--- src/hdl/cslc_pkg.sv ---
// shared types, constants and helpers for the scrollback console
// no dependencies
package cslc_pkg;

  localparam int HISTORY_DEPTH  = 64;
  localparam int SCREEN_ROWS    = 4;
  localparam int SCREEN_COLS    = 20;
  localparam int LINE_W         = $clog2(HISTORY_DEPTH);
  localparam int ROW_W          = (SCREEN_ROWS > 1) ? $clog2(SCREEN_ROWS) : 1;
  localparam int COL_W          = $clog2(SCREEN_COLS + 1);
  localparam int WORDS_PER_LINE = (SCREEN_COLS + 3) / 4;
  localparam int WRD_W          = $clog2(WORDS_PER_LINE);
  localparam int MEM_WORDS      = HISTORY_DEPTH * WORDS_PER_LINE;
  localparam int MEM_AW         = $clog2(MEM_WORDS);
  localparam int VIEW_MAX       = HISTORY_DEPTH - SCREEN_ROWS;
  localparam int RES_DEPTH      = 4;
  localparam int RES_AW         = $clog2(RES_DEPTH);

  // input command codes
  localparam logic [1:0] CMD_CHAR = 2'd0;
  localparam logic [1:0] CMD_UP   = 2'd1;
  localparam logic [1:0] CMD_DOWN = 2'd2;

  // character codes
  localparam logic [7:0] CH_ESC   = 8'h1b;
  localparam logic [7:0] CH_LBRK  = 8'h5b;
  localparam logic [7:0] CH_BS    = 8'h08;
  localparam logic [7:0] CH_DEL   = 8'h7f;
  localparam logic [7:0] CH_LF    = 8'h0a;
  localparam logic [7:0] CH_CR    = 8'h0d;
  localparam logic [7:0] CH_SPACE = 8'h20;
  localparam logic [7:0] CH_TILDE = 8'h7e;

  // result kinds
  localparam logic KIND_CURSOR = 1'b0;
  localparam logic KIND_WRITE  = 1'b1;

  typedef enum logic [2:0] {
    OP_SCROLL_UP,
    OP_SCROLL_DN,
    OP_PRINT,
    OP_BACKSPACE,
    OP_NEWLINE
  } op_e;

  typedef struct packed {
    op_e        code;
    logic [7:0] ch;
  } op_t;

  typedef struct packed {
    logic        kind;
    logic [6:0]  addr;
    logic [2:0]  cnt;
    logic [31:0] chars;
    logic        last;
  } res_t;

  // display ram address of a row and column
  function automatic logic [6:0] disp_addr(input logic [ROW_W-1:0] row,
                                           input logic [5:0] col,
                                           input logic [5:0] off);
    logic [7:0] a;
    a = {1'b0, row[0], 6'b0} + {2'b0, col};
    if (row >= ROW_W'(2)) begin
      a = a + {2'b0, off};
    end
    return a[6:0];
  endfunction

endpackage

--- src/hdl/cslc_front.sv ---
// front end: input handshake, escape filtering and command classification
// depends on cslc_pkg
module cslc_front import cslc_pkg::*; (
  input  logic       clk_i,
  input  logic       rst_ni,
  input  logic       push,
  output logic       full,
  input  logic [1:0] cmd_i,
  input  logic [7:0] ch_i,
  input  logic       q_full_i,
  input  logic       busy_i,
  output logic       op_push_o,
  output op_t        op_o
);

  typedef enum logic [1:0] {
    ESC_NORMAL,
    ESC_SEEN,
    ESC_CSI
  } esc_e;

  esc_e esc_q, esc_d;
  logic accept;
  logic is_letter;

  assign full   = q_full_i | busy_i;
  assign accept = push & ~full;
  assign is_letter = ((ch_i >= 8'h41) && (ch_i <= 8'h5a)) ||
                     ((ch_i >= 8'h61) && (ch_i <= 8'h7a));

  // classify one request
  always_comb begin
    esc_d     = esc_q;
    op_push_o = 1'b0;
    op_o.code = OP_PRINT;
    op_o.ch   = ch_i;
    if (accept) begin
      unique case (cmd_i)
        CMD_UP: begin
          op_push_o = 1'b1;
          op_o.code = OP_SCROLL_UP;
        end
        CMD_DOWN: begin
          op_push_o = 1'b1;
          op_o.code = OP_SCROLL_DN;
        end
        CMD_CHAR: begin
          if (esc_q == ESC_CSI) begin
            if (is_letter) esc_d = ESC_NORMAL;
          end else if (esc_q == ESC_SEEN && ch_i == CH_LBRK) begin
            esc_d = ESC_CSI;
          end else begin
            esc_d = ESC_NORMAL;
            if (ch_i == CH_ESC) begin
              esc_d = ESC_SEEN;
            end else if (ch_i == CH_BS || ch_i == CH_DEL) begin
              op_push_o = 1'b1;
              op_o.code = OP_BACKSPACE;
            end else if (ch_i == CH_LF || ch_i == CH_CR) begin
              op_push_o = 1'b1;
              op_o.code = OP_NEWLINE;
            end else if (ch_i >= CH_SPACE && ch_i <= CH_TILDE) begin
              op_push_o = 1'b1;
              op_o.code = OP_PRINT;
            end
          end
        end
        default: ;
      endcase
    end
  end

  // escape phase
  always_ff @(posedge clk_i or negedge rst_ni) begin
    if (!rst_ni) begin
      esc_q <= ESC_NORMAL;
    end else begin
      esc_q <= esc_d;
    end
  end

endmodule

--- config.mk ---
export PLATFORM = sky130hd
export DESIGN_NAME = cslc_front
export DESIGN_NICKNAME = d
export VERILOG_FILES = /design/src/hdl/cslc_pkg.sv /design/src/hdl/cslc_front.sv
export SDC_FILE = /design/constraint.sdc
export NUM_CORES = 1
export LEC_CHECK = 0
export BUFFER_PORTS_ARGS = -buffer_cell sky130_fd_sc_hd__buf_2
export CORE_AREA = 3 3 40 42
export CTS_CLUSTER_DIAMETER = 120
export DETAILED_ROUTE_END_ITERATION = 12
export DIE_AREA = 0 0 43 45
export PLACE_DENSITY = 0.67
export SYNTH_ARGS = -nofsm -noshare
export SYNTH_HDL_FRONTEND = slang
export SYNTH_SLANG_ARGS = --single-unit
--- constraint.sdc ---
create_clock -name clk_i -period 1.2 [get_ports clk_i]
set_input_delay 0.06 -clock clk_i [delete_from_list [all_inputs] [get_ports clk_i]]
set_output_delay 0.06 -clock clk_i [all_outputs]
set_load 0.005 [all_outputs]
# Yosys cells after proc, flatten, opt, wreduce, memory -nomap -nowiden
# Cells that the tools add are included.
[totals]
wordCells = 50
reg_bits = 2
inputBits = 15
output_inout_bits = 13
[op_classes]
muxes = 19
n_eq_ne = 11
order_cmp = 6
bitwise = 3
n_reduce_logical = 10
[ops]
columns = ["operator", "count"]
rows = [
  ["8-bit by 4-bit equality test with 1-bit output (second input constant)", 3],
  ["8-bit by 7-bit <= comparator with 1-bit output (second input constant)", 3],
  ["3-bit two-way mux", 6],
  ["8-bit by 7-bit equality test with 1-bit output (second input constant)", 2],
  ["8-bit by 7-bit >= comparator with 1-bit output (second input constant)", 2],
  ["3-bit one-hot mux with 3 select lines", 1],
  ["8-bit by 5-bit equality test with 1-bit output (second input constant)", 1],
  ["8-bit by 6-bit >= comparator with 1-bit output (second input constant)", 1],
  ["1-bit two-way mux", 8],
  ["2-bit two-way mux", 3],
  ["2-bit by 1-bit equality test with 1-bit output (second input constant)", 2],
  ["2-bit equality test (second input constant)", 2],
  ["1-bit logical AND", 4],
  ["1-bit logical OR", 3],
  ["3-bit AND reduction", 1],
  ["2-bit zero test", 1],
  ["2-bit inequality test (second input constant)", 1],
  ["1-bit one-hot mux with 2 select lines", 1],
  ["2-bit OR reduction", 1],
  ["1-bit bitwise AND", 1],
  ["1-bit NOT", 1],
  ["1-bit OR", 1],
]

# Depth between registers and ports, before layout
[depth]
word_depth = 10
depth_mapped = 5
ltp_nobuf = 5

# Least setup slack after synthesis
# No wires, ideal clock.
[synth_timing]
kind = "flip-flop to output port"
from = "register esc_q[1]"
to = "output port op_o[10] (netlist bit)"
path_stages_with_launch = 5
setup_slack_ns = 0.103
required_time_ns = 1.140
t_arrival_ns = 1.037
path_cell_list = "dfrtp_1 > inv_1 > a21oi_1 > o221a_1 > nor4b_1"
[synth_rtl]
columns = ["item", "line", "text"]
rows = [
  ["from (decl)", "cslc_front.sv:22", "esc_e esc_q, esc_d;"],
  ["from (signal assigned)", "cslc_front.sv:78", "esc_q <= esc_d;"],
  ["to (decl)", "cslc_front.sv:13", "output op_t op_o"],
]

==> summary.txt <==
Synth
  – Post-synthesis sequential area ratio: 12.5%
  – Mux cell area share after synthesis: 0%
  – Post-Syn Nets: 77
  – Top cell type's share of synthesized area: 15.0%
  – Cells after Synth: 60
  – Adder-cell share of the synthesized area: 6.23%
  – Yosys reg bits: 2
  – Largest cells by area after synthesis: buf_4, dfrtp_1, nor2_1
  – Synth Area in XOR/XNOR: 0%
  – Synth Area in Compound Gates: 25.2%
  – Area share of and/or/nand/nor cells after synthesis: around a third
  – Yosys Warn Count: 0
  – Netlist Area Pre-Place: between 400 and 500 µm²
  – Largest family of logic cells by synthesized area: simple AND/OR/NAND/NOR gates
  – Synth cell types: 26
  – Syn Area/Cell: 6.69 µm²
  – Area leader, netlist: buf_4

Global routing
  – First-pass GRT wire length: about 1.7 mm
  – Global-route usage over all layers: 11.9%
  – Number of global-route vias before repair: 435
  – Pin count of the biggest net entering global routing: 8
  – Total congestion overflow: 0
  – Initial antenna violation count: 0

Finish
  – Max reg flops: 2
  – Largest regs: esc_q (2)
  – Nets@finish: 113
  – Ratio of cells with drive above 1 in the final layout: about 54%
  – Area grow syn2layout: 67.9%
  – Post-route cell area: slightly below 700 µm²
  – Cell Count, Final, Fillers Out: 109
  – # diodes: 0
  – Fill cell total of the finished layout: 143
  – Largest Register: esc_q

Power and ir drop
  – Combinational Power Share: 41.2%
  – Clock network power share: 37.8%
  – Internal power: 278 µW
  – Pwr dens: 611 nW/µm²
  – Seq pwr share: 21.0%
  – P_sw: between 100 and 150 µW
  – Max VDD drop: 0.330 mV
  – Leak: 0.000335 µW
  – Switch share: 32.6%

Place
  – Port buffer count: 27
  – DP HPWL: 927 µm
  – Routability Congestion: 0.762
  – Inst Count DP: 104
  – Place WS: -0.228 ns
  – DP Area: 571 µm²

Job
  – Max-Cap Viols: 0

Detailed routing
  – ANT nets after route: 0
  – Avg Vias per Cell: 4.99
  – Post-route DRC: 0
  – Via count: about 540
  – DR pass1 iterations: 4
  – DRT iter0 DRCs: 8
  – Drt total wl: 1.20 mm
  – Wire per inst: 11.0 µm

STA
  – Final Setup Violations: 4
  – Worst-margin pin slew: 0.312 ns
  – Final worst-path cycle share: 118%
  – Slew Viols, Final: 0
  – Final Hold Fails: 0
  – Fin worst setup slack: -0.221 ns
  – Fmax: 704 MHz
  – Worst Skew: 0.00590 ns
  – Final Critical Period: 1.42 ns
  – Fin Setup TNS: -0.670 ns
  – RSZ-0062 raised after global routing: yes
  – Max transition margin: 78.9%
  – Hold Slack: 0.139 ns

CTS
  – TritonCTS Buffers: 3
  – CTS Sinks: 2
  – CTS tree: done
  – Bufs on Longest Clock Path: 2
  – Worst-path clk slew: 0.03 ns
  – H-tree depth: 1
  – Clock Latency Late Sink: 0.23 ns
  – Root Buffer Master: clkbuf_4

Worst setup path
  – Crit end category: output pin
  – Critical Path RT: approximately 1.1 ns
  – Largest fanout on the critical path: 4
  – WS Path Type: register to output pin
  – Worst Setup Start Kind: register
  – Data arrival, critical path: 1.36 ns
  – Setup crit start: esc_q[0]
  – Reg2Reg Launch Point: esc_q[1]
  – Reg2reg setup slack: ~0.13 ns

Outcome
  – Failing checks: negative setup slack
  – Status: finished with violations

Floorplanning
  – Starting density of the core: 31.3%
  – Die height: 45 µm
  – # rows: 13
  – Die ar.: 1940 µm²
  – Die X: 43 µm
  – I/O Pins: 28
  – Core Footprint: between 1000 and 1500 µm²

Hold path
  – Worst hold path type: primary input to asynchronous set/reset pin
power groups by stage:
stage / registers (µW) / clock network, µW / logic [µW]
5_1_grt: 87.6 / 176 / 188
2_1_floorplan: 83.9 / 0 / 70.5
6_report: 86.5 / 156 / 170
3_3_place_gp: 84.6 / 0 / 149
3_5_place_dp: 84.9 / 0 / 151
4_1_cts: 85.4 / 157 / 157
critical path, cell delays in order, from the launching register on:
cell and delay [ns]:
dfrtp_1 0.41, a21oi_2 0.15, o221a_1 0.23, nor4b_4 0.20, buf_2 0.15
logic make-up after synthesis:
kind of cell,count (synthesis)
compound gates,14
flops,2
fa+ha+maj,2
simple gates,27
buf+inv,15
per-stage QoR:
step / util, % / total power, µW
6_report: 52.5 / 412
3_5_place_dp: 44.4 / 236
5_1_grt: 52.5 / 452
4_1_cts: 47.7 / 399
3_3_place_gp: 44.4 / 233
2_1_floorplan: - / 154
path summary, 6_finish.rpt:
kind                            endpoint  cells past startpoint
worst max-delay path            op_o[10]                      4
worst min-delay path            esc_q[1]                      2
worst max register to register  esc_q[1]                      3
worst min register to register  esc_q[0]                      1
max in group asynchronous       esc_q[0]                      2
min in group clk_i              esc_q[1]                      4
cells in the final DEF (no fill, tap or decap):
cell type and n:
buf_4 10, inv_2 1, a211oi_1 1, or4_1 1
nand3_1 1, o21ai_1 1, nor4_2 1, nand2_1 7
nor4b_2 2, o22ai_1 1, o21a_2 1, o21ai_0 1
buf_6 2, or3b_1 1, a21oi_1 1, nor2_1 8
nor3_1 1, ha_1 2, o41ai_2 1, o221a_1 1
o22a_1 1, dlygate4sd3_1 1, nand4_1 2, dfrtp_1 2
nor4b_4 1, o21ai_2 1, buf_2 26, o311ai_1 1
inv_1 6, nand3_2 1, a21oi_2 1, clkbuf_4 3
and2_1 1, a311o_1 1, a31oi_1 1
per-layer routing:
metal	track usage (%)	vias to the layer above	share of wire, %
met5	0	-	0
met1	14.6	241	38
li1	-	280	-
met2	19.8	21	53
met3	0.398	2	7.8
met4	9.04	0	1.5
timing repair:
| action | in CTS | in global routing |
|---|---|---|
| cloned | 0 | 0 |
| endpoints found under the hold margin | 2 | 0 |
| gates resized for setup | 3 | 10 |
| setup endpoints to repair | 4 | 4 |
| hold buffers | 1 | 0 |
| pin swaps | 2 | 4 |
| setup buffers | 0 | 1 |
layout make-up:
type	instances	area (µm²)	share of cell area, %
well taps	15	18.8	2.78
clock buffers	3	22.5	3.34
inverters	7	26.3	3.90
repair buffers	39	238	35.3
flip-flops and latches	2	50.0	7.42
multi-input cells	43	319	47.3
synth_stat cells:
cell type,n
a21oi_1,2
o21ai_1,1
buf_4,8
dfrtp_1,2
o21a_2,1
a211oi_1,1
nor4b_1,3
o22a_1,1
nand3_1,2
o311ai_1,1
or4_1,1
and2_1,1
ha_1,2
nor4_1,1
or3b_1,1
o221a_1,1
o21ai_0,2
nor3_1,1
nor2_1,8
nand2_1,7
o41ai_1,1
nand4_1,2
o22ai_1,1
inv_1,7
a311o_1,1
a31oi_1,1
(Power assumes the default switching activity.)
