===== src/hdl/cslc_pkg.sv =====
// shared types, constants and helpers for the scrollback console
// no dependencies
package cslc_pkg;

  localparam int HISTORY_DEPTH  = 64;
  localparam int SCREEN_ROWS    = 4;
  localparam int SCREEN_COLS    = 20;
  localparam int LINE_W         = $clog2(HISTORY_DEPTH);
  localparam int ROW_W          = (SCREEN_ROWS > 1) ? $clog2(SCREEN_ROWS) : 1;
  localparam int COL_W          = $clog2(SCREEN_COLS + 1);
  localparam int WORDS_PER_LINE = (SCREEN_COLS + 3) / 4;
  localparam int WRD_W          = $clog2(WORDS_PER_LINE);
  localparam int MEM_WORDS      = HISTORY_DEPTH * WORDS_PER_LINE;
  localparam int MEM_AW         = $clog2(MEM_WORDS);
  localparam int VIEW_MAX       = HISTORY_DEPTH - SCREEN_ROWS;
  localparam int RES_DEPTH      = 4;
  localparam int RES_AW         = $clog2(RES_DEPTH);

  // input command codes
  localparam logic [1:0] CMD_CHAR = 2'd0;
  localparam logic [1:0] CMD_UP   = 2'd1;
  localparam logic [1:0] CMD_DOWN = 2'd2;

  // character codes
  localparam logic [7:0] CH_ESC   = 8'h1b;
  localparam logic [7:0] CH_LBRK  = 8'h5b;
  localparam logic [7:0] CH_BS    = 8'h08;
  localparam logic [7:0] CH_DEL   = 8'h7f;
  localparam logic [7:0] CH_LF    = 8'h0a;
  localparam logic [7:0] CH_CR    = 8'h0d;
  localparam logic [7:0] CH_SPACE = 8'h20;
  localparam logic [7:0] CH_TILDE = 8'h7e;

  // result kinds
  localparam logic KIND_CURSOR = 1'b0;
  localparam logic KIND_WRITE  = 1'b1;

  typedef enum logic [2:0] {
    OP_SCROLL_UP,
    OP_SCROLL_DN,
    OP_PRINT,
    OP_BACKSPACE,
    OP_NEWLINE
  } op_e;

  typedef struct packed {
    op_e        code;
    logic [7:0] ch;
  } op_t;

  typedef struct packed {
    logic        kind;
    logic [6:0]  addr;
    logic [2:0]  cnt;
    logic [31:0] chars;
    logic        last;
  } res_t;

  // display ram address of a row and column
  function automatic logic [6:0] disp_addr(input logic [ROW_W-1:0] row,
                                           input logic [5:0] col,
                                           input logic [5:0] off);
    logic [7:0] a;
    a = {1'b0, row[0], 6'b0} + {2'b0, col};
    if (row >= ROW_W'(2)) begin
      a = a + {2'b0, off};
    end
    return a[6:0];
  endfunction

endpackage


===== src/hdl/cslc_res_queue.sv =====
// result queue feeding the output side
// depends on cslc_pkg
module cslc_res_queue import cslc_pkg::*; (
  input  logic            clk_i,
  input  logic            rst_ni,
  input  logic            push_i,
  input  res_t            res_i,
  output logic [RES_AW:0] free_o,
  input  logic            pop,
  output logic            empty,
  output res_t            res_o
);

  res_t              mem_q [RES_DEPTH];
  logic [RES_AW-1:0] wr_q, rd_q;
  logic [RES_AW:0]   cnt_q;
  logic              do_push, do_pop;

  assign free_o  = (RES_AW+1)'(RES_DEPTH) - cnt_q;
  assign empty   = (cnt_q == '0);
  assign res_o   = mem_q[rd_q];
  assign do_push = push_i & (free_o != '0);
  assign do_pop  = pop & ~empty;

  // entry storage
  always_ff @(posedge clk_i) begin
    if (do_push) mem_q[wr_q] <= res_i;
  end

  // pointers and fill count
  always_ff @(posedge clk_i or negedge rst_ni) begin
    if (!rst_ni) begin
      wr_q  <= '0;
      rd_q  <= '0;
      cnt_q <= '0;
    end else begin
      if (do_push) wr_q <= wr_q + 1'b1;
      if (do_pop) rd_q <= rd_q + 1'b1;
      cnt_q <= cnt_q + (RES_AW+1)'(do_push) - (RES_AW+1)'(do_pop);
    end
  end

endmodule


===== config.mk =====
export PLATFORM = sky130hd
export DESIGN_NAME = cslc_res_queue
export DESIGN_NICKNAME = d
export VERILOG_FILES = /design/src/hdl/cslc_pkg.sv /design/src/hdl/cslc_res_queue.sv
export SDC_FILE = /design/constraint.sdc
export NUM_CORES = 1
export LEC_CHECK = 0
export ABC_AREA = 0
export CORE_MARGIN = 5
export CORE_UTILIZATION = 30
export DETAILED_ROUTE_END_ITERATION = 10
export DONT_BUFFER_PORTS = 1
export GPL_TIMING_DRIVEN = 0
export PLACE_DENSITY = 0.49
export SLEW_MARGIN = 20
export SYNTH_ARGS = -nofsm -noshare
export SYNTH_HDL_FRONTEND = slang
export SYNTH_SLANG_ARGS = --single-unit

===== constraint.sdc =====
create_clock -name clk_i -period 2.72 [get_ports clk_i]
set_clock_uncertainty 0.15 [all_clocks]
set_input_delay 0.272 -clock clk_i [delete_from_list [all_inputs] [get_ports clk_i]]
set_output_delay 0.272 -clock clk_i [all_outputs]
set_load 0.01 [all_outputs]

== Word level (Yosys, flattened, before mapping) ==
Memory sizes are Yosys's and may differ from the RTL's.
Index checks and enable logic that the tools add are counted.

* ROM bits: 0
* Latch bits: 0
* Bits in registers: 7
* Memories kept: 1
* Logic and storage cells: 16
* Input bits: 48
* Output and inout port bits: 48
* RAM bits: 176

{| class="wikitable"
|+ Memories
! name !! words !! bits a word !! read ports !! clocked after Yosys merged registers in !! write ports !! RTL line !! source
|-
| mem_q || 4 || 44 || 1 || 0 || 1 || cslc_res_queue.sv:14 || <nowiki>res_t mem_q [RES_DEPTH];</nowiki>
|}

* Bitwise gates (word level): 3
* $add $sub $neg: 5
* Magnitude comparators: 0
* Shifts and indexed selects: 0
* Equal/unequal tests: 0
* Multiplexer cells: 2
* Reduce and logical (&&, ||, !) cells: 2
* Multiply operators: 0
* Div/mod/pow operators: 0

{| class="wikitable"
|+ Operators with widths
! cell !! count
|-
| $add A2 B1 Y2 const B || 2
|-
| $add A3 B1 Y3 || 1
|-
| $logic_not A3 Y1 || 1
|-
| $reduce_bool A3 Y1 || 1
|-
| $sub A3 B1 Y3 || 1
|-
| $sub A3 B3 Y3 const A || 1
|-
| $and A1 B1 Y1 || 2
|-
| $mux W1 || 2
|-
| $not A1 Y1 || 1
|}

== Depth between registers and ports, before layout ==
* Word-level depth: 5
* Depth in mapped cells: 10
* Gate-level depth less buffers: 10

== Least setup slack after synthesis ==
No wires, ideal clock.

* Path type: register to register
* Start point: register cnt_q[1]
* End point: memory mem_q[2][0] (netlist name), enable pin
* Data required time: 2.164 ns
* Path buffers: 0
* Setup time: 0.406 ns
* Arrival: 2.188 ns
* Cell stages (with the launch flop): 6
* Path slack: -0.024 ns
* Period minus slack after synthesis: 2.744 ns
* Path through: dfrtp_1 inv_1 ha_1 ha_1 nor2b_1 and2_1

* Word-level cells in the longest chain between the ends: 5

{| class="wikitable"
|+ Ends and longest elaborated chain
! item !! RTL line !! source
|-
| start, declared || cslc_res_queue.sv:16 || <nowiki>logic [RES_AW:0] cnt_q;</nowiki>
|-
| start signal, assigned || cslc_res_queue.sv:39 || <nowiki>cnt_q <= cnt_q + (RES_AW+1)'(do_push) - (RES_AW+1)'(do_pop);</nowiki>
|-
| $sub A3 B3 Y3 || cslc_res_queue.sv:19 || <nowiki>assign free_o = (RES_AW+1)'(RES_DEPTH) - cnt_q;</nowiki>
|-
| $reduce_bool A3 Y1 || cslc_res_queue.sv:22 || <nowiki>assign do_push = push_i & (free_o != '0);</nowiki>
|-
| $and A1 B1 Y1 || cslc_res_queue.sv:22 ||
|-
| $mux W1 || cslc_res_queue.sv:27 || <nowiki>if (do_push) mem_q[wr_q] <= res_i;</nowiki>
|-
| $mux W1 (not written as such) || cslc_res_queue.sv:27 ||
|-
| end, declared || cslc_res_queue.sv:14 ||
|}

No other way between the ends.

== Worst setup path after layout ==
* Start point: register cnt_q[1]
* End point: register cnt_q[2]

* Word-level cells in the longest chain between the ends: 5
* Elaborated cells on any way between the ends: 8
* Those cells by class: add/sub (3); bitwise (3); reduce/logical (2)

{| class="wikitable"
|+ Ends and longest elaborated chain
! item !! RTL line
|-
| $sub A3 B3 Y3 || cslc_res_queue.sv:19
|-
| $reduce_bool A3 Y1 || cslc_res_queue.sv:22
|-
| $and A1 B1 Y1 || cslc_res_queue.sv:22
|-
| $add A3 B1 Y3 || cslc_res_queue.sv:39
|-
| $sub A3 B1 Y3 (*) || cslc_res_queue.sv:39
|}

Mark *: on every way between the ends. The rest lies on a longest branch, timed or not.
A chain may end at the register's enable or synchronous reset.

==> key figures <==
Die
  – Floorplan row count: 55
  – Initial Util: 30.4%
  – Die H: 161 µm
  – IO Pins: 96
  – Die width: 161 µm
  – Full die area: 26,000 µm²
  – Core box area: 22,600 µm²

Cells and area
  – Number of antenna diodes: 0
  – Combined area of the multi-input logic cells: 1260 µm²
  – Util after Layout: 36.9%
  – Area Overhead vs Synth: 21.2%
  – Nets: 393
  – Ratio of cells with drive above 1 in the final layout: 25.0%
  – Fillers: 2,086
  – Register area: 5460 µm²

Routing
  – Vias per cell: 4.49
  – WL per Instance: 19.8 µm
  – Post-route ant nets: 0
  – DRT Pass-1 Iters: 4
  – Final wirelength: 12.6 mm
  – Vias: 2,844
  – Residual DRC: 0
  – Initial DRC Count: 123

Synthesis
  – EDFF count, synth: 176
  – Mean area per synthesized cell: 25.4 µm²
  – Synth Warn #: 0
  – Seq/Total Area, Yosys: 79.5%
  – Largest area contributor in the netlist: edfxtp_1
  – Cells after synthesis: 270
  – #FFs+latches synth: 183
  – FFs w/ async S/R, synth: 3.83%
  – Synth top area cells: edfxtp_1 (77%), mux4_2 (12%), dfrtp_1 (2.6%)
  – Syn_nets: 328
  – Share of the synthesized area in the top cell type: 77.0%
  – Unique cell type count in the Yosys netlist: 17
  – Synth Cell Area: 6860 µm²
  – Top FF cell, synth: edfxtp_1

Clocking
  – CTS tree: done
  – Root Buffer: clkbuf_16
  – Maximum buffer depth of the clock tree: 2
  – Sink Count: 183
  – H-tree depth: 4
  – Clk_lat worst skew: 0.42 ns
  – CTS Buf Count: 17
  – Clk slew on worst S/H paths: 0.08 ns

Worst setup path
  – Setup crit end kind: register
  – CP max-delay cell: dfrtp_1
  – CP required: 2.91 ns
  – Arrival @ worst endpoint: 2.72 ns
  – CP most frequent cell: ha_1
  – Critical-path maximum fanout: 7
  – Critical path class: register to register
  – Crit start category: register
  – CP cell instances: inv_1, ha_1, ha_1, nor2b_2, inv_1, ha_1, inv_1, ha_1, fa_1, xnor2_1
  – CP max stage delay: 0.37 ns

STA
  – RSZ-0062 raised after global routing: false
  – Final Worst Setup Slack: 0.187 ns
  – Final hold viol count: 0
  – Final worst-path cycle share: 93.1%
  – Slew Viols, Final: 0
  – Min Tclk post-route: 2.53 ns
  – Slew margin rel.: 49.7%
  – Final setup viols: 0
  – Achievable Freq: 395 MHz
  – Hold slack final: 0.0276 ns
  – Least-Margin Pin Slew: 0.754 ns

GRT
  – First-pass GRT wire length: 19.0 mm
  – GRT Overall Usage: 9.94%
  – Gr ovfl total: 0
  – Number of global-route vias before repair: 3,123
  – Initial antenna violation count: 0
  – Pin count of the biggest net entering global routing: 45

Power
  – Pwr/cell area: 1070 nW/µm²
  – Leakage power: 2.73 nW
  – Worst vdd ir: 612 µV
  – Total power draw: 8.89 mW

Status
  – Status: finished clean

Hold path
  – Hold WC Path Type: primary input to async pin

Placement
  – RePlAce Congestion: 0.648
  – PortBufs: 0
  – Detailed Place HPWL: 7.32 mm
  – Post-Place Setup Slack: 0.0452 ns

Run
  – Max Cap Violations: 0
sequential cells by signal (all words and copies together) (netlist names):
signal  count
cnt_q       3
mem_q     176
rd_q        2
wr_q        2
metrics by stage:
stage,area [µm²],instances,setup TNS (ns)
final,8320,633,0
after global routing,8320,633,0
after CTS,8320,633,0
after detailed placement,7230,555,0
after global placement,7230,555,-42.82
after floorplan,6870,270,0
kinds of logic after synthesis:
logic type,count (synthesis),share of synthesized area (%)
AND/OR/NAND/NOR,7,0.656
XOR/XNOR,5,0.638
buffers and inverters,20,2.30
adder cells (fa/ha/maj),10,1.93
multiplexers,45,14.9
flip-flops,183,79.5
metal layers:
metal  track usage, %  vias to the layer above  routed length, µm  share of wire (%)
met5                0                        -                  0                  0
met4             3.02                        0                126                1.0
met3             3.34                        6                615                4.9
met2             16.3                       67               6430                 51
met1             12.6                     1504               5390                 43
li1                 -                     1267                  -                  -
area by class of cell:
class	count	share of cell area, %
Sequential cell	183	65.6
Multi-Input combinational cell	67	15.1
Timing Repair Buffer	46	5.53
Clock buffer	17	5.11
Tap cell	285	4.29
Clock inverter	15	2.44
Buffer	11	1.49
Inverter	9	0.406
placed cells by master (no fill, tap or decap), types with 2 or more instances in the layout:
cell type	synthesis	routed
inv_8	0	3
inv_6	0	6
buf_12	4	4
xor2_1	2	2
dlygate4sd3_1	0	46
mux4_2	38	38
mux4_1	6	6
xnor2_1	3	3
clkbuf_16	0	17
edfxtp_1	176	176
buf_2	5	5
clkinv_8	0	3
ha_1	9	9
dfrtp_1	7	7
inv_1	9	9
and2_4	0	4
bufinv_16	0	2
worst max-delay path: cells and delay by family, from the launching register on:
kind / cells / cell delay, ns
xor gates and xnor gates: 1 / 0.18
adders and majority gates: 5 / 1.24
buffers and inverters: 3 / 0.21
DFF: 1 / 0.37
and+or+nand+nor: 1 / 0.30
cell usage after synthesis, drive strengths merged (2+ instances only):
cell    number
ha           9
edfxtp     176
xnor2        3
dfrtp        7
inv          9
mux4        44
and2         4
buf         11
xor2         2
nor2b        2
worst paths after layout:
path,start,endpoint,slack (ns),cells after the start
setup / recovery,cnt_q[1]$_DFF_PN0_,cnt_q[2]$_DFF_PN0_,0.19,10
hold / removal,rst_ni,wr_q[0]$_DFFE_PN0P_,0.03,1
setup reg to reg,cnt_q[1]$_DFF_PN0_,cnt_q[2]$_DFF_PN0_,0.19,10
hold reg to reg,cnt_q[0]$_DFF_PN0_,cnt_q[0]$_DFF_PN0_,0.40,1
max in group asynchronous,rst_ni,rd_q[0]$_DFFE_PN0P_,2.15,1
min in group clk_i,push_i,wr_q[0]$_DFFE_PN0P_,0.07,2
where the power goes:
part           internal [mW]  switching, mW
Combinational           1.04           1.43
Sequential              3.74          0.121
Clock                   1.42           1.14
Total                   6.19           2.70
what timing repair did:
item                       CTS  global route
setup endpoints to repair    0           172
hold endpoints to repair   185             0
hold buffers                46             0
buffers inserted             0             0
resized for setup            0             1
No activity file was read; power rests on OpenSTA's default activity.
