<file path="config.mk">
export PLATFORM = sky130hd
export DESIGN_NAME = cslc_op_queue
export DESIGN_NICKNAME = d
export VERILOG_FILES = /design/src/hdl/cslc_pkg.sv /design/src/hdl/cslc_op_queue.sv
export SDC_FILE = /design/constraint.sdc
export NUM_CORES = 1
export LEC_CHECK = 0
export BUFFER_PORTS_ARGS = -buffer_cell sky130_fd_sc_hd__buf_2
export CAP_MARGIN = 10
export CORE_MARGIN = 2
export CORE_UTILIZATION = 53
export DETAILED_ROUTE_END_ITERATION = 16
export GPL_ROUTABILITY_DRIVEN = 1
export GPL_TIMING_DRIVEN = 0
export PLACE_DENSITY = 0.87
export REMOVE_ABC_BUFFERS = 1
export SLEW_MARGIN = 20
export SYNTH_ARGS = -nofsm -noshare
export SYNTH_HDL_FRONTEND = slang
export SYNTH_SLANG_ARGS = --single-unit
</file>
<file path="constraint.sdc">
create_clock -name clk_i -period 4.5 [get_ports clk_i]
set_input_delay 1.125 -clock clk_i [delete_from_list [all_inputs] [get_ports clk_i]]
set_output_delay 1.125 -clock clk_i [all_outputs]
set_load 0.05 [all_outputs]
</file>
<file path="src/hdl/cslc_pkg.sv">
// shared types, constants and helpers for the scrollback console
// no dependencies
package cslc_pkg;

  localparam int HISTORY_DEPTH  = 64;
  localparam int SCREEN_ROWS    = 4;
  localparam int SCREEN_COLS    = 20;
  localparam int LINE_W         = $clog2(HISTORY_DEPTH);
  localparam int ROW_W          = (SCREEN_ROWS > 1) ? $clog2(SCREEN_ROWS) : 1;
  localparam int COL_W          = $clog2(SCREEN_COLS + 1);
  localparam int WORDS_PER_LINE = (SCREEN_COLS + 3) / 4;
  localparam int WRD_W          = $clog2(WORDS_PER_LINE);
  localparam int MEM_WORDS      = HISTORY_DEPTH * WORDS_PER_LINE;
  localparam int MEM_AW         = $clog2(MEM_WORDS);
  localparam int VIEW_MAX       = HISTORY_DEPTH - SCREEN_ROWS;
  localparam int RES_DEPTH      = 4;
  localparam int RES_AW         = $clog2(RES_DEPTH);

  // input command codes
  localparam logic [1:0] CMD_CHAR = 2'd0;
  localparam logic [1:0] CMD_UP   = 2'd1;
  localparam logic [1:0] CMD_DOWN = 2'd2;

  // character codes
  localparam logic [7:0] CH_ESC   = 8'h1b;
  localparam logic [7:0] CH_LBRK  = 8'h5b;
  localparam logic [7:0] CH_BS    = 8'h08;
  localparam logic [7:0] CH_DEL   = 8'h7f;
  localparam logic [7:0] CH_LF    = 8'h0a;
  localparam logic [7:0] CH_CR    = 8'h0d;
  localparam logic [7:0] CH_SPACE = 8'h20;
  localparam logic [7:0] CH_TILDE = 8'h7e;

  // result kinds
  localparam logic KIND_CURSOR = 1'b0;
  localparam logic KIND_WRITE  = 1'b1;

  typedef enum logic [2:0] {
    OP_SCROLL_UP,
    OP_SCROLL_DN,
    OP_PRINT,
    OP_BACKSPACE,
    OP_NEWLINE
  } op_e;

  typedef struct packed {
    op_e        code;
    logic [7:0] ch;
  } op_t;

  typedef struct packed {
    logic        kind;
    logic [6:0]  addr;
    logic [2:0]  cnt;
    logic [31:0] chars;
    logic        last;
  } res_t;

  // display ram address of a row and column
  function automatic logic [6:0] disp_addr(input logic [ROW_W-1:0] row,
                                           input logic [5:0] col,
                                           input logic [5:0] off);
    logic [7:0] a;
    a = {1'b0, row[0], 6'b0} + {2'b0, col};
    if (row >= ROW_W'(2)) begin
      a = a + {2'b0, off};
    end
    return a[6:0];
  endfunction

endpackage

</file>
<file path="src/hdl/cslc_op_queue.sv">
// two-entry queue of classified commands between front and back end
// depends on cslc_pkg
module cslc_op_queue import cslc_pkg::*; (
  input  logic clk_i,
  input  logic rst_ni,
  input  logic push_i,
  input  op_t  op_i,
  output logic full_o,
  input  logic pop_i,
  output logic valid_o,
  output op_t  op_o
);

  op_t        mem_q [2];
  logic       wr_q, rd_q;
  logic [1:0] cnt_q;
  logic       do_push, do_pop;

  assign full_o  = (cnt_q == 2'd2);
  assign valid_o = (cnt_q != 2'd0);
  assign op_o    = mem_q[rd_q];
  assign do_push = push_i & ~full_o;
  assign do_pop  = pop_i & valid_o;

  // entry storage
  always_ff @(posedge clk_i) begin
    if (do_push) mem_q[wr_q] <= op_i;
  end

  // pointers and fill count
  always_ff @(posedge clk_i or negedge rst_ni) begin
    if (!rst_ni) begin
      wr_q  <= 1'b0;
      rd_q  <= 1'b0;
      cnt_q <= 2'd0;
    end else begin
      if (do_push) wr_q <= ~wr_q;
      if (do_pop) rd_q <= ~rd_q;
      cnt_q <= cnt_q + {1'b0, do_push} - {1'b0, do_pop};
    end
  end

endmodule

</file>
---- Word-level counts from Yosys, hierarchy flattened ----
Memory sizes are Yosys's and may differ from the RTL's.
Index checks and enable logic that the tools add are counted.
storage, ports and cells
  flip-flop bits (word level) ............. 4
  memory bits (writable) .................. 22
  input port bits ......................... 15
  output and inout port bits .............. 13
  logic and storage cells ................. 15
  memories kept ........................... 1
cells by class
  $add $sub $neg .......................... 2
  equality and inequality tests ........... 1
  multiplexer cells ....................... 2
  bitwise gates (word level) .............. 5
  reductions and logical operators ........ 1
memories
  memory  depth  bits a word  read ports  clocked after Yosys merged registers in  wr ports  line                 RTL
  mem_q   2      11           1           0                                        1         cslc_op_queue.sv:14  op_t mem_q [2];
operators with widths
  cell                  count
  $not A1 Y1            3
  $add A2 B1 Y2         1
  $and A1 B1 Y1         2
  $eq A2 B2 Y1 const B  1
  $mux W1               2
  $reduce_bool A2 Y1    1
  $sub A2 B1 Y2         1

---- Longest topological paths before layout ----
Gate-level depths: netlist (run 1).
  word-level depth ........................ 5
  gate-level depth with buffers ........... 7
  gate-level depth less buffers ........... 7

---- Least setup slack after synthesis (run 1) ----
OpenSTA, ideal clock, no wires.
  kind .................................... register -> output
  start point ............................. register rd_q
  end point ............................... output port op_o[1] (netlist name)
  arrival ................................. 0.988 ns
  data required time ...................... 3.375 ns
  path slack .............................. 2.387 ns
  cell stages (with the launch flop) ...... 3
  buffers on the path ..................... 1
  cells stage by stage .................... dfrtp_1 -> buf_4 -> mux2_2
RTL lines
  element                   line                 RTL
  start: declaration        cslc_op_queue.sv:15  logic wr_q, rd_q;
  start signal: assignment  cslc_op_queue.sv:38  if (do_pop) rd_q <= ~rd_q;
  end: declaration          cslc_op_queue.sv:11  output op_t op_o

==> flow_summary_export.csv, run 1 <==
group,metric,value,unit
placement,detailed_place_hpwl,960,um
synth,ys_ff_latch,26,
placement,buffer_ports.inserted,27,
sta,timing_hold_violations_final,0,
floorplanning,floorplan.initialDensity,0.571,
final_layout,post_route_cells_drive_above_1_share,0.524,
run,cap_viol_max_count,0,
global_routing,grt-ovfl-total,0,
sta,timing.max_slew.rel_slack,0.416,
clocking,ctsResizeCount,0,
outcome,run_status,"completed",
drt,route.detailed.drc,0,
clocking,clk_root_buffer_cell,"clkbuf_4",
clocking,clock_path_buffers,2,
sta,fin_crit,2.71,ns
final_layout,final_core_utilization,0.677,
synth,synth_top_cell_area_share,0.662,
critical_path,criticalPathCategory,"register to output pin",
synth,synth_seq_area_share,0.763,
critical_path,worstSetupStartpointType,"register",
synth,syn-cell-area,997,um2
critical_path,critPathMaxFanout,12,
drt,drt_first_iter_violations,10,
drt,post_drt_via_cell_ratio,4.87,
synth,ys_warn_count,0,
drt,dr_total_vias,521,
floorplanning,fp.dieH,47.4,um
floorplanning,die_area,2240,um2
final_layout,area_growth_syn_to_layout,18.6,%
power_and_ir_drop,leakagePower,0.000476,uW
floorplanning,io-pin-count,28,
hold_path,hold_path.class,"register to register",
floorplanning,die_width,47.4,um
global_routing,grt_pass1_wl,1.92,mm
floorplanning,floorplan.core_area,1750,um2
final_layout,finalNetCount,100,
global_routing,number_of_antenna_violations_at_the_first_check_in_global_routing,0,
clocking,htree_num_levels,1,
sta,timing_max_transition_violations_final,0,
sta,worst-slew-pin-transition,0.873,ns
clocking,clk_pin_slew_worst_paths,0.12,ns
sta,unrepaired_setup_endpoints_after_global_routing,"no",
final_layout,fillerInstances,131,
sta,clock-skew-final,0.00144,ns
sta,worst_hold_slack,0.523,ns
critical_path,worst_ep_required_time,3.38,ns
synth,synth_cells,52,
sta,final_min_period_over_clock_period,0.603,
drt,post_drt_wl_per_cell,12.6,um
synth,synth.avg_cell_area,19.2,um2
placement,routabilityCongestion,0.626,
power_and_ir_drop,power.density,738,nW/um2
clocking,cts.sinks,26,
clocking,numCtsBuffers,3,
clocking,tritoncts_clock_tree,"built",
power_and_ir_drop,peakVddDrop,0.424,mV
floorplanning,rows,15,
sta,timing.final.setup_violations,0,
drt,antenna_violating_nets_post_route,0,
power_and_ir_drop,p_total,873,uW
global_routing,largest_net_degree_at_the_start_of_global_routing,15,
synth,synth_area_leader,"edfxtp_1",
critical_path,cp-end-kind,"output pin",
global_routing,grtUsageTotal,0.133,
clocking,postCtsSetupBuffers,0,
drt,dr.pass1.iters,3,
drt,wl,1.34,mm
synth,netlist-cell-type-count,14,
sta,max_freq,0.369,GHz
final_layout,antenna_cells_inserted,0,
sta,setup_total_negative_slack,0,ns
clocking,worstSkewPairLatency,0.31,ns
synth,yosys-top-cells-area,"edfxtp_1, mux2_2, dfrtp_1, xnor2_1, ha_1",
global_routing,first_global_vias,445,
clocking,hold_buffers,0,
critical_path,critPathArrivalTime,1.59,ns
[logic make-up after synthesis]
family | after synthesis | synth area share
DFF | 26 | 0.763
adders and majority gates | 2 | 0.0251
muxes | 11 | 0.124
xor gates and xnor gates | 4 | 0.0351
and+or+nand+nor | 6 | 0.0376
buffers and inverters | 3 | 0.0151
[report_power, final]
part           switching [uW]  total (uW)  internal [uW]
clock                    60.1        94.7           34.6
combinational             274         402            128
sequential               41.3         376            335
[final cells by class]
type | count | area, um2 | area share
clock buffer | 4 | 26.3 | 0.0222
multi-input combinational | 23 | 221 | 0.187
sequential | 26 | 761 | 0.643
timing repair buffer | 27 | 135 | 0.114
tap | 25 | 31.3 | 0.0265
inverter | 2 | 7.51 | 0.00635
[state kept, by name (all words and copies together) (netlist names)]
register	flops
mem_q	22
rd_q	1
cnt_q	2
wr_q	1
[critical path, cell delays in order, from the launching register on]
cell	delay [ns]
dfrtp_1	0.68
mux2_2	0.39
buf_2	0.21
[path summary, 6_finish.rpt]
| check | startpoint | end | slack (ns) | cells past startpoint |
|---|---|---|---|---|
| min in group asynchronous | rst_ni | rd_q | 0.60 | 1 |
| min reg2reg | wr_q | wr_q | 0.52 | 1 |
| max | rd_q | op_o[7] | 1.79 | 2 |
| max reg2reg | cnt_q[1] | cnt_q[1] | 2.80 | 7 |
| min | wr_q | wr_q | 0.52 | 1 |
| max in group asynchronous | rst_ni | cnt_q[1] | 3.78 | 1 |
[synth_stat cells]
cell type  instances
and3_1             1
xor2_1             1
nor2_1             1
nand2b_1           1
mux2_2            11
and2_4             1
or2_4              1
edfxtp_1          22
buf_4              1
dfrtp_1            4
inv_1              2
ha_1               2
nand2_1            1
xnor2_1            3
[stage by stage]
| step | cells | instance area, um2 | setup slack [ns] |
|---|---|---|---|
| 6_report | 107 | 1180 | 1.79 |
| 3_3_place_gp | 103 | 1160 | 2.11 |
| 3_5_place_dp | 103 | 1160 | 2.07 |
| 5_1_grt | 107 | 1180 | 1.67 |
| 2_1_floorplan | 51 | 990 | 2.33 |
| 4_1_cts | 107 | 1180 | 1.75 |
[routing by layer]
metal,vias to the layer above,part of all wire,global-route usage
li1,253,-,-
met1,245,0.44,0.175
met2,19,0.50,0.197
met3,4,0.048,0.0346
met4,0,0.016,0.0833
met5,-,0,0
[cells in the final DEF (no fill, tap or decap), types with 2 or more instances in the layout]
master and instances:
xnor2_1 3, buf_2 27, edfxtp_1 22, clkbuf_4 3
mux2_2 11, inv_1 2, dfrtp_1 4, ha_1 2
Power figures use the tool's default switching activity.
==> inputs of run 2 (changes only) <==
CORE_UTILIZATION = 49   (was 53)
PLACE_DENSITY = 0.82   (was 0.87)
clock period = 2.5 ns   (was 4.5 ns; I/O delays follow)
==> run 2 against run 1 <==
Against the previous run:
- setup slack lost 1.5 ns
- clock power grew 72%
- worst hold slack lost 0.42 ns
- final area grew 0.21%
- combinational power grew 81%
- routed wire length shrank 2.2%
- sequential power grew 80%
- power grew 80%
- largest power group unchanged
- clock skew grew 0.0028 ns
- critical path depth is the same
- critical endpoint is now op_o[4]
- core utilization shrank 6.7 points
- global-route usage shrank 0.84 points
==> flow_summary_export.csv, run 2 (same netlist as run 1, synthesis figures left out) <==
group,metric,value,unit
critical_path,cp-end-kind,"output pin",
critical_path,critPathMaxFanout,12,
final_layout,commonest_non_fill_non_tap_cell_in_the_layout,"buf_2",
hold_path,hold_path.class,"input port to asynchronous set/reset pin",
power_and_ir_drop,internal_power,896,uW
sta,max_freq,0.456,GHz
placement,buffer_ports.inserted,27,
power_and_ir_drop,clk_network_pwr_share,0.104,
clocking,cts.sinks,26,
drt,route.detailed.drc,0,
clocking,tritoncts_clock_tree,"built",
floorplanning,die_area,2410,um2
clocking,clk_pin_slew_worst_paths,0.12,ns
sta,unrepaired_setup_endpoints_after_global_routing,"no",
global_routing,grt-ovfl-total,0,
critical_path,critPathArrivalTime,1.57,ns
sta,clock-skew-final,0.00422,ns
global_routing,grtUsageTotal,0.125,
drt,post_drt_via_cell_ratio,4.76,
sta,timing.final.setup_violations,0,
placement,routabilityCongestion,0.642,
final_layout,antenna_cells_inserted,0,
sta,timing_max_transition_violations_final,0,
global_routing,largest_net_degree_at_the_start_of_global_routing,15,
critical_path,cp_cell_sequence,"mux2_2, buf_2",
sta,fin_crit,2.20,ns
power_and_ir_drop,power.share.sequential,0.432,
outcome,run_status,"completed",
critical_path,cp_slowest_stage_delay,0.67,ns
drt,dr.pass1.iters,3,
power_and_ir_drop,p_sw_frac,0.428,
placement,postPlaceCellArea,1160,um2
clocking,numCtsBuffers,3,
power_and_ir_drop,power.density,1320,nW/um2
final_layout,final_cell_mix,"buf_2, edfxtp_1, mux2_2, dfrtp_1",
final_layout,largestRegisters,"mem_q: 22 flops, cnt_q: 2 flops",
global_routing,grt_pass1_wl,2.21,mm
final_layout,post_route_cells_drive_above_1_share,0.524,
global_routing,first_global_vias,516,
placement,detailed_place_hpwl,937,um
drt,antenna_violating_nets_post_route,0,
floorplanning,floorplan.core_area,1940,um2
critical_path,criticalPathCategory,"register to output pin",
run,cap_viol_max_count,0,
final_layout,flip_flop_count_of_the_largest_register_all_copies_and_words_added,22,
critical_path,worst_ep_required_time,1.88,ns
clocking,postCtsSetupBuffers,0,
clocking,hold_buffers,0,
drt,dr_total_vias,519,
sta,timing_hold_violations_final,0,
power_and_ir_drop,leakagePower,0.000476,uW
global_routing,number_of_antenna_violations_at_the_first_check_in_global_routing,0,
floorplanning,rows,16,
critical_path,crit_slowest_cell,"dfrtp_1",
drt,drt_first_iter_violations,8,
final_layout,area_growth_syn_to_layout,18.8,%
final_layout,top_register,"mem_q",
sta,timing.max_slew.rel_slack,0.380,
final_layout,stdcell_area,1180,um2
clocking,ctsResizeCount,0,
power_and_ir_drop,p_comb_frac,0.464,
sta,final_min_period_over_clock_period,0.878,
critical_path,critical_path.top_delay_family,"flip-flops",
clocking,htree_num_levels,1,
floorplanning,die_width,49.1,um
clocking,clk_root_buffer_cell,"clkbuf_4",
final_layout,finalNetCount,100,
floorplanning,io-pin-count,28,
drt,wl,1.31,mm
clocking,worstSkewPairLatency,0.30,ns
clocking,clock_path_buffers,2,
floorplanning,fp.dieH,49.1,um
critical_path,timing.critical_path.buf_inv,1,
sta,setup_total_negative_slack,0,ns
power_and_ir_drop,power_switching,671,uW
drt,post_drt_wl_per_cell,12.1,um
floorplanning,floorplan.initialDensity,0.514,
sta,worst-slew-pin-transition,0.927,ns
power_and_ir_drop,peakVddDrop,0.799,mV
critical_path,worstSetupStartpointType,"register",
## run 2: cell counts in the layout (fill, tap and decap cells not counted)
Identical to the previous run, type by type.
## run 2: path summary, 6_finish.rpt
check / from / to / slack, ns / cells past startpoint
worst max-delay path: rd_q / op_o[4] / 0.30 / 2
worst min-delay path: rst_ni / wr_q / 0.10 / 1
worst max register to register: cnt_q[1] / mem_q[0][7] / 0.76 / 3
worst min register to register: wr_q / wr_q / 0.50 / 1
max in group asynchronous: rst_ni / cnt_q[1] / 2.28 / 1
min in group clk_i: op_i[9] / mem_q[1][9] / 0.50 / 1
## run 2: power by group through the flow
stage	Clock [uW]	Combinational (uW)	Sequential (uW)
floorplan	0	603	666
global placement	0	719	682
detailed placement	0	737	688
CTS	175	738	679
global route	188	775	694
finish	163	727	676
## run 2: metrics by stage
step                setup slack, ns  power [uW]  utilization  cells  hold slack, ns
floorplan                     0.773        1270            -     51           0.329
global route                  0.177        1660        0.610    109          0.0795
finish                        0.305        1570        0.610    109           0.102
CTS                           0.267        1590        0.610    109          0.0878
global placement              0.578        1400        0.597    105           0.435
detailed placement            0.551        1420        0.597    105           0.435
## run 2: cell type report
cell class / instances / area (um2)
timing repair buffer: 27 / 135
clock buffer: 4 / 26.3
tap: 27 / 33.8
inverter: 2 / 7.51
sequential: 26 / 761
multi-input combinational: 23 / 221
fill: 172 / 757
## run 2: metal layers
metal  vias up  GRT usage  wire (um)
met2        19      0.200        677
met3         0     0.0337         81
met4         0     0.0571          0
met1       248      0.158        554
li1        252          -          -
met5         -          0          0
